## config.mk

```make
export PLATFORM = sky130hd
export DESIGN_NAME = binary_row_run_length_encoder_unit_flat
export DESIGN_NICKNAME = d
export VERILOG_FILES = /design/src/hdl/brle_pkg.sv /design/src/hdl/brle_if.sv /design/src/hdl/binary_row_run_length_encoder_unit.sv /design/src/hdl/brle_cfg.sv /design/src/hdl/brle_core.sv /design/src/hdl/brle_outq.sv /design/src/flat_wrapper.sv
export SDC_FILE = /design/constraint.sdc
export NUM_CORES = 1
export LEC_CHECK = 0
export ABC_AREA = 1
export BUFFER_PORTS_ARGS = -buffer_cell sky130_fd_sc_hd__buf_2
export CAP_MARGIN = 25
export CORE_UTILIZATION = 40
export DETAILED_ROUTE_END_ITERATION = 16
export SYNTH_ARGS = -nofsm -noshare
export SYNTH_HDL_FRONTEND = slang
export SYNTH_SLANG_ARGS = --single-unit
```

## constraint.sdc

```tcl
create_clock -name clk -period 4.7 [get_ports clk]
set_input_delay 0.705 -clock clk [delete_from_list [all_inputs] [get_ports clk]]
set_output_delay 0.705 -clock clk [all_outputs]
set_load 0.005 [all_outputs]
```

## src/hdl/brle_pkg.sv

```systemverilog
// ----------------------------------------------------------------------------
// brle_pkg
// shared types and constants for the binary row run-length encoder
// ----------------------------------------------------------------------------
package brle_pkg;

  localparam int unsigned DefaultMaxRowWidth = 4096;

  localparam int unsigned PixW    = 8;
  localparam int unsigned LenW    = 13;
  localparam int unsigned CfgIdxW = 2;
  localparam int unsigned CfgW    = 13;
  localparam int unsigned QDepth  = 4;

  localparam logic [PixW-1:0] ThresholdReset = 8'd100;
  localparam logic [LenW-1:0] RowWidthReset  = 13'd1024;

  typedef enum logic [CfgIdxW-1:0] {
    REG_WHITE_THRESHOLD = 2'd0,
    REG_ROW_WIDTH       = 2'd1
  } cfg_reg_t;

  typedef struct packed {
    logic [LenW-1:0] run_length;
    logic            run_white;
    logic            row_end;
    logic            blank_row;
  } run_res_t;

  // results produced by one pixel, first slot used before the second
  typedef struct packed {
    logic [1:0] count;
    run_res_t   first;
    run_res_t   second;
  } run_push_t;

  typedef struct packed {
    logic [PixW-1:0] white_threshold;
    logic [LenW-1:0] row_width;
  } brle_cfg_t;

endpackage

```

## src/hdl/brle_if.sv

```systemverilog
// ----------------------------------------------------------------------------
// brle channel interfaces
// pixel input, run output and configuration write channels
// ----------------------------------------------------------------------------
interface brle_pixel_if;
  logic                        valid;
  logic                        ready;
  logic [brle_pkg::PixW-1:0]   gray_pixel;

  modport source (output valid, output gray_pixel, input ready);
  modport sink (input valid, input gray_pixel, output ready);
endinterface

interface brle_run_if;
  logic                        valid;
  logic                        ready;
  logic [brle_pkg::LenW-1:0]   run_length;
  logic                        run_white;
  logic                        row_end;
  logic                        blank_row;

  modport source (output valid, output run_length, output run_white,
                  output row_end, output blank_row, input ready);
  modport sink (input valid, input run_length, input run_white,
                input row_end, input blank_row, output ready);
endinterface

interface brle_cfg_if;
  logic                         valid;
  logic                         ready;
  logic [brle_pkg::CfgIdxW-1:0] index;
  logic [brle_pkg::CfgW-1:0]    data;

  modport source (output valid, output index, output data, input ready);
  modport sink (input valid, input index, input data, output ready);
endinterface

```

## src/hdl/binary_row_run_length_encoder_unit.sv

```systemverilog
// ----------------------------------------------------------------------------
// binary_row_run_length_encoder_unit
// run-length encoder for thresholded grayscale image rows
// ----------------------------------------------------------------------------
// usage:
//   pixel : gray pixels in raster order, valid/ready transactions
//   run   : finished runs (length, colour, row end, blank row flag)
//   cfg   : register writes, index 0 white threshold, index 1 row width;
//           write only while no pixel is in flight
// each pixel is classified and counted in the cycle it is accepted; the
// runs it ends are written to a four-entry result queue and shown on run
// from it. one pixel is taken per cycle while the queue has room. a pixel
// may end two runs (colour change on the last pixel of a row), those leave
// one per cycle. pixel.ready is high while the queue has room for two runs,
// so a stalled receiver holds pixels back once the queue fills; nothing is
// dropped. reset clears the run state, the queue, and sets threshold 100 and
// row width 1024 (clamped to MAX_ROW_WIDTH). cfg is always ready.
// ----------------------------------------------------------------------------
module binary_row_run_length_encoder_unit #(
  parameter int unsigned MAX_ROW_WIDTH = brle_pkg::DefaultMaxRowWidth
) (
  input  logic           clk,
  input  logic           rst,
  brle_pixel_if.sink     pixel,
  brle_run_if.source     run,
  brle_cfg_if.sink       cfg
);

  brle_pkg::brle_cfg_t cfg_regs;
  brle_pkg::run_push_t push;
  brle_pkg::run_res_t  out_res;
  logic                has_room;
  logic                pix_en;

  assign cfg.ready   = 1'b1;
  assign pixel.ready = has_room;
  assign pix_en      = pixel.valid && has_room;

  brle_cfg #(
    .MAX_ROW_WIDTH(MAX_ROW_WIDTH)
  ) u_cfg (
    .clk     (clk),
    .rst     (rst),
    .wr_en   (cfg.valid),
    .wr_index(cfg.index),
    .wr_data (cfg.data),
    .cfg     (cfg_regs)
  );

  brle_core #(
    .MAX_ROW_WIDTH(MAX_ROW_WIDTH)
  ) u_core (
    .clk   (clk),
    .rst   (rst),
    .pix_en(pix_en),
    .pix   (pixel.gray_pixel),
    .cfg   (cfg_regs),
    .push  (push)
  );

  brle_outq u_outq (
    .clk      (clk),
    .rst      (rst),
    .push     (push),
    .has_room (has_room),
    .out_valid(run.valid),
    .out_ready(run.ready),
    .out_res  (out_res)
  );

  assign run.run_length = out_res.run_length;
  assign run.run_white  = out_res.run_white;
  assign run.row_end    = out_res.row_end;
  assign run.blank_row  = out_res.blank_row;

endmodule

```

## src/hdl/brle_cfg.sv

```systemverilog
// ----------------------------------------------------------------------------
// brle_cfg
// configuration registers, row width kept in its clamped form
// ----------------------------------------------------------------------------
module brle_cfg #(
  parameter int unsigned MAX_ROW_WIDTH = brle_pkg::DefaultMaxRowWidth
) (
  input  logic                        clk,
  input  logic                        rst,
  input  logic                        wr_en,
  input  logic [brle_pkg::CfgIdxW-1:0] wr_index,
  input  logic [brle_pkg::CfgW-1:0]   wr_data,
  output brle_pkg::brle_cfg_t         cfg
);

  localparam int unsigned LenW = brle_pkg::LenW;
  localparam int unsigned LenMax = (1 << LenW) - 1;
  localparam logic [LenW-1:0] MaxW =
    (MAX_ROW_WIDTH > LenMax) ? LenW'(LenMax) : LenW'(MAX_ROW_WIDTH);
  localparam logic [LenW-1:0] WidthReset =
    (brle_pkg::RowWidthReset > MaxW) ? MaxW : brle_pkg::RowWidthReset;

  logic [LenW-1:0] width_clamped;

  always_comb begin
    if (wr_data[LenW-1:0] == '0) begin
      width_clamped = LenW'(1);
    end else if (wr_data[LenW-1:0] > MaxW) begin
      width_clamped = MaxW;
    end else begin
      width_clamped = wr_data[LenW-1:0];
    end
  end

  always_ff @(posedge clk) begin
    if (rst) begin
      cfg.white_threshold <= brle_pkg::ThresholdReset;
      cfg.row_width       <= WidthReset;
    end else if (wr_en) begin
      case (brle_pkg::cfg_reg_t'(wr_index))
        brle_pkg::REG_WHITE_THRESHOLD: begin
          cfg.white_threshold <= wr_data[brle_pkg::PixW-1:0];
        end
        brle_pkg::REG_ROW_WIDTH: begin
          cfg.row_width <= width_clamped;
        end
        default: begin
        end
      endcase
    end
  end

endmodule

```

## src/hdl/brle_core.sv

```systemverilog
// ----------------------------------------------------------------------------
// brle_core
// thresholding and run tracking, one pixel per cycle while pix_en is high
// ----------------------------------------------------------------------------
module brle_core #(
  parameter int unsigned MAX_ROW_WIDTH = brle_pkg::DefaultMaxRowWidth
) (
  input  logic                      clk,
  input  logic                      rst,
  input  logic                      pix_en,
  input  logic [brle_pkg::PixW-1:0] pix,
  input  brle_pkg::brle_cfg_t       cfg,
  output brle_pkg::run_push_t       push
);

  localparam int unsigned LenW = brle_pkg::LenW;
  localparam int unsigned LenMax = (1 << LenW) - 1;
  localparam int unsigned EffMax = (MAX_ROW_WIDTH > LenMax) ? LenMax : MAX_ROW_WIDTH;
  localparam int unsigned ColW = $clog2(EffMax);

  logic [ColW-1:0] column_position;
  logic [LenW-1:0] current_run_length;
  logic            current_colour;

  logic [ColW-1:0] column_position_next;
  logic [LenW-1:0] current_run_length_next;
  logic            current_colour_next;

  logic            white;
  logic            change;
  logic            row_done;
  logic [LenW-1:0] col_plus;
  logic [LenW-1:0] len_upd;
  logic            colour_upd;
  brle_pkg::run_res_t res_change;
  brle_pkg::run_res_t res_end;

  always_comb begin
    white    = pix > cfg.white_threshold;
    col_plus = LenW'(column_position) + LenW'(1);
    row_done = col_plus >= cfg.row_width;
    change   = 1'b0;

    if (current_run_length == '0) begin
      colour_upd = white;
      len_upd    = LenW'(1);
    end else if (white != current_colour) begin
      change     = 1'b1;
      colour_upd = white;
      len_upd    = LenW'(1);
    end else begin
      colour_upd = current_colour;
      len_upd    = current_run_length + LenW'(1);
    end

    res_change.run_length = current_run_length;
    res_change.run_white  = current_colour;
    res_change.row_end    = 1'b0;
    res_change.blank_row  = 1'b0;

    res_end.run_length = len_upd;
    res_end.run_white  = colour_upd;
    res_end.row_end    = 1'b1;
    res_end.blank_row  = colour_upd && (len_upd == col_plus);

    push.first  = change ? res_change : res_end;
    push.second = res_end;
    if (!pix_en) begin
      push.count = 2'd0;
    end else begin
      push.count = 2'(change) + 2'(row_done);
    end

    if (row_done) begin
      column_position_next    = '0;
      current_run_length_next = '0;
    end else begin
      column_position_next    = col_plus[ColW-1:0];
      current_run_length_next = len_upd;
    end
    current_colour_next = colour_upd;
  end

  always_ff @(posedge clk) begin
    if (rst) begin
      column_position    <= '0;
      current_run_length <= '0;
      current_colour     <= 1'b0;
    end else if (pix_en) begin
      column_position    <= column_position_next;
      current_run_length <= current_run_length_next;
      current_colour     <= current_colour_next;
    end
  end

endmodule

```

## src/hdl/brle_outq.sv

```systemverilog
// ----------------------------------------------------------------------------
// brle_outq
// result queue, takes up to two runs per cycle and hands out one while out_ready
// ----------------------------------------------------------------------------
module brle_outq (
  input  logic                clk,
  input  logic                rst,
  input  brle_pkg::run_push_t push,
  output logic                has_room,
  output logic                out_valid,
  input  logic                out_ready,
  output brle_pkg::run_res_t  out_res
);

  localparam int unsigned Depth = brle_pkg::QDepth;
  localparam int unsigned PtrW = $clog2(Depth);
  localparam int unsigned CntW = PtrW + 1;

  brle_pkg::run_res_t mem [Depth];

  logic [PtrW-1:0] wr_ptr;
  logic [PtrW-1:0] rd_ptr;
  logic [CntW-1:0] count;
  logic [PtrW-1:0] wr_ptr_next;
  logic [PtrW-1:0] rd_ptr_next;
  logic [CntW-1:0] count_next;
  logic            pop;

  always_comb begin
    out_valid   = count != '0;
    pop         = out_valid && out_ready;
    has_room    = count <= CntW'(Depth - 2);
    out_res     = mem[rd_ptr];
    wr_ptr_next = wr_ptr + PtrW'(push.count);
    rd_ptr_next = rd_ptr + PtrW'(pop);
    count_next  = count + CntW'(push.count) - CntW'(pop);
  end

  always_ff @(posedge clk) begin
    if (push.count != 2'd0) begin
      mem[wr_ptr] <= push.first;
    end
    if (push.count == 2'd2) begin
      mem[wr_ptr + PtrW'(1)] <= push.second;
    end
  end

  always_ff @(posedge clk) begin
    if (rst) begin
      wr_ptr <= '0;
      rd_ptr <= '0;
      count  <= '0;
    end else begin
      wr_ptr <= wr_ptr_next;
      rd_ptr <= rd_ptr_next;
      count  <= count_next;
    end
  end

endmodule

```

## src/flat_wrapper.sv

```systemverilog
// flat-port wrapper written by rule: the top's interface ports become plain ports
module binary_row_run_length_encoder_unit_flat 
#(
  parameter int unsigned MAX_ROW_WIDTH = brle_pkg::DefaultMaxRowWidth
)
  (clk, rst, pixel_valid, pixel_gray_pixel, pixel_ready, run_valid, run_run_length, run_run_white, run_row_end, run_blank_row, run_ready, cfg_valid, cfg_index, cfg_data, cfg_ready);
  brle_pixel_if pixel_i ();
  brle_run_if run_i ();
  brle_cfg_if cfg_i ();
  input  logic clk;
  input  logic rst;
  input wire logic [$bits(pixel_i.valid)-1:0] pixel_valid;
  input wire logic [$bits(pixel_i.gray_pixel)-1:0] pixel_gray_pixel;
  output wire logic [$bits(pixel_i.ready)-1:0] pixel_ready;
  output wire logic [$bits(run_i.valid)-1:0] run_valid;
  output wire logic [$bits(run_i.run_length)-1:0] run_run_length;
  output wire logic [$bits(run_i.run_white)-1:0] run_run_white;
  output wire logic [$bits(run_i.row_end)-1:0] run_row_end;
  output wire logic [$bits(run_i.blank_row)-1:0] run_blank_row;
  input wire logic [$bits(run_i.ready)-1:0] run_ready;
  input wire logic [$bits(cfg_i.valid)-1:0] cfg_valid;
  input wire logic [$bits(cfg_i.index)-1:0] cfg_index;
  input wire logic [$bits(cfg_i.data)-1:0] cfg_data;
  output wire logic [$bits(cfg_i.ready)-1:0] cfg_ready;
  assign pixel_i.valid = pixel_valid;
  assign pixel_i.gray_pixel = pixel_gray_pixel;
  assign pixel_ready = pixel_i.ready;
  assign run_valid = run_i.valid;
  assign run_run_length = run_i.run_length;
  assign run_run_white = run_i.run_white;
  assign run_row_end = run_i.row_end;
  assign run_blank_row = run_i.blank_row;
  assign run_i.ready = run_ready;
  assign cfg_i.valid = cfg_valid;
  assign cfg_i.index = cfg_index;
  assign cfg_i.data = cfg_data;
  assign cfg_ready = cfg_i.ready;
  binary_row_run_length_encoder_unit #(.MAX_ROW_WIDTH(MAX_ROW_WIDTH)) u_core (.clk(clk), .rst(rst), .pixel(pixel_i), .run(run_i), .cfg(cfg_i));
endmodule
```

# == Yosys cells after proc, flatten, opt, wreduce, memory -nomap -nowiden ==
# Memory sizes are Yosys's and may differ from the RTL's. A register that Yosys moved wholly into a read port is not among the register bits.
# Index checks and enable logic that the tools add are counted.
# op_classes
add_sub_neg,8
eq_ne,4
reduce_logical,10
order_cmp,4
mux,17
# ops
cell,n
$mux 13,5
$logic_not 13->1,2
$mux 16,1
$add 12x1->13 const B,1
$add 13x1->13 const B,1
$eq 13x13->1,1
$ge 13x13->1,1
$gt 13x13->1 const B,1
$mux 12,1
$gt 8x8->1,1
$mux 1,8
$mux 2,2
$reduce_and 2->1,2
$add 3x2->3,1
$le 3x2->1 const B,1
$logic_and 1x1->1,3
$reduce_bool 3->1,1
$sub 3x1->3,1
$add 1x1->2,1
$add 2x1->2,1
$add 2x1->2 const B,1
$add 2x2->2,1
$eq 2x1->1 const B,1
$eq 2x2->1 const B,1
3 further kinds,3
# word_totals
mem_count,1
in_bits,28
ff_bits,54
ram_bits,64
out_inout_bits,19
# memory_table
name,words,width,rd,rd_clocked_by_memory_dff,write_ports,line_no,rtl
u_core.u_outq.mem,4,16,1,1,2,brle_outq.sv:19,brle_pkg::run_res_t mem [Depth];

# == Depth between registers and ports, before layout ==
# logic_depth
word_depth,9
mapped_depth,24

# == Cells and area by module ==
# A second synthesis with hierarchy kept.
# hier_totals
cells_unflattened,968
area_unflattened_um2,7419.6
# modules_own_cells
module,seq_area_each_um2,cells_per_inst,n_inst,area_each_um2
brle_outq,2062.0,369,1,3756.1
brle_core,520.5,484,1,2815.2
brle_cfg,420.4,111,1,829.5
binary_row_run_length_encoder_unit,0.0,4,1,18.8

# == Worst setup path after synthesis ==
# No wires, ideal clock.
# synth_path
path_kind,flip-flop to flip-flop
from,reg u_core.u_core.column_position[0]
to,reg u_core.u_outq.count[2]
path_buffers,1
setup_ns,0.120
slack_ns,0.637
period_less_slack_ns,4.063
stages_incl_launch_ff,25
arrival_time_ns,3.942
required_time_ns,4.580
cell_sequence,dfxtp_1 -> ha_1 -> nand2_1 -> nor2_1 -> nand2_1 -> nor2_1 -> nand2_1 -> nand2_1 -> inv_2 -> ha_1 -> a21oi_1 -> o21ai_0 -> a21oi_1 -> nand3_1 -> buf_2 -> ha_1 -> inv_1 -> nor2_4 -> inv_2 -> ha_1 -> inv_1 -> ha_1 -> fa_1 -> o21ai_0 -> a21oi_1
# synth_between
elab_chain_cells,6
# synth_rtl
item,line_no,rtl
start: declaration,brle_core.sv:21,logic [ColW-1:0] column_position;
start signal: assignment,brle_core.sv:90,column_position <= column_position_next;
$add 12x1->13,brle_core.sv:40,col_plus = LenW'(column_position) + LenW'(1);
$ge 13x13->1,brle_core.sv:41,row_done = col_plus >= cfg.row_width;
$add 1x1->2,brle_core.sv:71,push.count = 2'(change) + 2'(row_done);
$mux 2,brle_core.sv:68,if (!pix_en) begin
$add 3x2->3,brle_outq.sv:36,count_next = count + CntW'(push.count) - CntW'(pop);
$sub 3x1->3,brle_outq.sv:36,
end signal: assignment,brle_outq.sv:56,count <= count_next;
end: declaration,brle_outq.sv:23,logic [CntW-1:0] count;
# Every way passes these cells.
# A chain may end at the register's enable or synchronous reset.

==> out/metrics.yaml <==
worst_setup_path:
  cp-start-kind: "flip-flop"
  arrival_ns: 4.45
  required_ns: 4.93
  criticalPathCategory: "reg -> reg"
  slowest_stage: "ha_1"
  path_buf_inv: 5
  reg2regPathDepth: 23
  regToRegSetupSlack_ns: 0.49
  end_kind: "flip-flop"
  r2r-start: "u_core.u_core.column_position[1]"
  r2r_end: "u_core.u_outq.mem[1][3]"
  cpMostUsedCell: "nand2_1"
  path_delay_family: "simple AND/OR/NAND/NOR gates"
  crit_chain: "ha_1 -> nand2_1 -> nor2_1 -> nand2_1 -> nor2_1 -> nand2_1 -> nand2_1 -> inv_2 -> ha_1 -> a21oi_1 -> o21ai_0 -> a21oi_1 -> nand3_1 -> ha_1 -> inv_1 -> nor2_4 -> inv_2 -> nand2_4 -> nand3_2 -> nand2_1 -> buf_4 -> inv_1 -> a211oi_1"
  cpPeakStageDelay_ns: 0.37
  cp_max_fo: 17
global_route:
  grt_overflow: 0
  grt_pass1_wl_mm: 29.7
  grtUsageTotal_pct: 21.3
  grt_max_degree: 46
  grt_pass1_vias: 5815
  antenna_found_initial: 0
floorplanning:
  dieArea_um2: 17800
  io_pins: 47
  start_util_pct: 41.3
  die_w_um: 134
  core-area_um2: 16800
  fp-row-count: 47
  fp.dieH_um: 134
timing:
  max_freq_mhz: 237
  worst_slew_pin_slew_ns: 0.888
  hold_viol_final: 0
  min_period_ns: 4.21
  fin_ws_ns: 0.487
  rsz0062_at_grt: "no"
  clock_skew_ns: 0.00694
  finalSetupViolCount: 0
  timing.final.crit_share_pct: 89.6
  relSlewSlack_pct: 40.7
  setup_tns_ns: 0
  slew_viol_final: 0
pwr:
  leakagePower_nw: 3.19
  max-vdd-ir-drop_v: 0.000295
  powerDensity_nw_per_um2: 396
min_path:
  hold_end: "u_core.u_outq.mem[1][1]"
  holdCritStartpoint: "u_core.u_outq.mem[1][1]"
  min_path_cells: 2
  hold_path_class: "reg -> reg"
synth:
  synth_top_area_share_pct: 26.0
  syn_area_per_cell_um2: 7.64
  synthMuxAreaShare_pct: 0
  netlist_instances: 906
  synth_top_family_by_area: "simple AND/OR/NAND/NOR gates"
  yosys.area.top_type: "edfxtp_1"
  synth_compound_area_share_pct: 15.4
  async_flop_share_pct: 0
  synth_fp_nets: 967
  yosys-top-cells-area: "edfxtp_1, dfxtp_1, nand2_1"
  yosysSeqAreaShare_pct: 42.8
  ys_ff_latch: 118
  synth_cell_types: 41
  syn_area_um2: 6930
  synth-edff-count: 60
  synth_fa_ha_area_share_pct: 6.07
  synth-simple-area-share_pct: 26.4
  synth_flop_cell: "edfxtp_1"
  synth_xor_area_share_pct: 1.25
  yosysWarnings: 0
place:
  hpwl_mm: 12.7
  io_buffers: 45
  finalWeightedCongestion: 0.897
  dp_slack_ns: 0.473
clock_network:
  root_buffer: "clkbuf_16"
  numCtsBuffers: 17
  clk_latency_ns: 0.43
  cts_setup_buffers: 0
  clock_sinks: 118
  cts_tree: "built"
  htree_levels: 4
  clkTransAtPathRegs_ns: 0.06
  hold_buffers: 0
  cts_resized: 0
  clockBufferDepth: 2
route:
  via_count: 6170
  detail_route.first_pass.iterations: 5
  routed_wl_mm: 17.8
  ant_nets: 0
  drtIter0Drc: 502
  wire_per_inst_um: 15.1
  drc: 0
  vias_per_cell: 5.23
layout:
  antennaDiodeCount: 0
  final_common_cell: "nand2_1"
  nets: 1007
  drive_above_1_share_pct: 14.0
  syn_to_final_growth_pct: 14.1
  final_cell_mix: "nand2_1, nor2_1, inv_1"
status:
  status: "finished, final reports clean"
flow_run:
  cap_violations: 0
through the flow:
| step | utilization (%) | hold WS (ns) | instances | area, µm² | power, mW |
|---|---|---|---|---|---|
| 6_report | 47.1 | 0.464 | 1179 | 7900 | 3.13 |
| 5_1_grt | 47.1 | 0.476 | 1179 | 7900 | 3.31 |
| 4_1_cts | 47.1 | 0.463 | 1179 | 7900 | 3.16 |
| 3_5_place_dp | 43.9 | 0.451 | 1147 | 7360 | 1.97 |
| 3_3_place_gp | 43.9 | 0.450 | 1147 | 7360 | 1.96 |
| 2_1_floorplan | - | 0.421 | 906 | 6930 | 1.71 |
worst register-to-register path: stages, from the launching register on:
cell and delay (ns):
dfxtp_1 0.36, ha_1 0.27, nand2_1 0.08, nor2_1 0.14, nand2_1 0.15, nor2_1 0.15
nand2_1 0.06, nand2_1 0.10, inv_2 0.06, ha_1 0.30, a21oi_1 0.16, o21ai_0 0.09
a21oi_1 0.12, nand3_1 0.15, ha_1 0.37, inv_1 0.08, nor2_4 0.12, inv_2 0.06
nand2_4 0.10, nand3_2 0.32, nand2_1 0.17, buf_4 0.29, inv_1 0.10, a211oi_1 0.21
per-layer routing:
layer | global-route usage, % | routed length (µm) | vias to the layer above
met5 | 0 | 0 | -
met1 | 27.4 | 8240 | 2832
met3 | 5.25 | 1030 | 23
li1 | - | - | 3140
met4 | 6.82 | 295 | 0
met2 | 34.9 | 8260 | 175
worst max path at each step:
stage | slack [ns] | depth (start not counted) | from | to
floorplan | 0.64 | 24 | u_core.u_core.column_position[0] | u_core.u_outq.count[2]
global placement | 0.55 | 22 | pixel_gray_pixel[1] | u_core.u_outq.mem[1][15]
detailed placement | 0.47 | 22 | pixel_gray_pixel[1] | u_core.u_outq.mem[1][3]
CTS | 0.51 | 23 | u_core.u_core.column_position[1] | u_core.u_outq.mem[1][3]
global route | 0.13 | 23 | u_core.u_core.column_position[1] | u_core.u_outq.mem[1][15]
finish | 0.49 | 23 | u_core.u_core.column_position[1] | u_core.u_outq.mem[1][3]
cell usage after synthesis, drive strengths merged (5+ instances only):
master  count
a211oi      5
a21oi      52
buf        14
clkbuf     23
dfxtp      58
edfxtp     60
ha         32
inv       102
nand2     203
nand3      50
nand4      12
nor2      133
nor3        7
o21ai      61
o22ai      63
xor2        5
power breakdown:
part | internal (mW) | total (mW) | switching [mW] | leakage, nW
registers | 1.14 | 1.19 | 0.0449 | 1.01
clock network | 0.723 | 1.19 | 0.466 | 0.254
logic | 0.256 | 0.753 | 0.497 | 1.92
total | 2.12 | 3.13 | 1.01 | 3.19
cell families after synthesis:
family / count (synthesis)
XOR/XNOR: 9
AND/OR/NAND/NOR: 414
other: 1
adder cells (fa/ha/maj): 33
AO/OA/AOI/OAI: 190
flip-flops: 118
buffers and inverters: 141
state kept, by name, indices dropped and copies added (netlist names):
name / flops
u_core.u_cfg.cfg: 21
u_core.u_core.current_colour: 1
u_core.u_core.column_position: 12
u_core.u_outq.rd_ptr: 2
u_core.u_core.current_run_length: 13
u_core.u_outq.wr_ptr: 2
u_core.u_outq.count: 3
u_core.u_outq.mem: 64
layout make-up:
cell class	instances	area (µm²)
tap	220	275
fill	1687	8860
clock inverter	12	105
inverter	104	390
clock buffer	20	437
timing repair buffer	58	323
sequential	118	2960
multi-input combinational	647	3410
No activity file was read; power rests on OpenSTA's default activity.
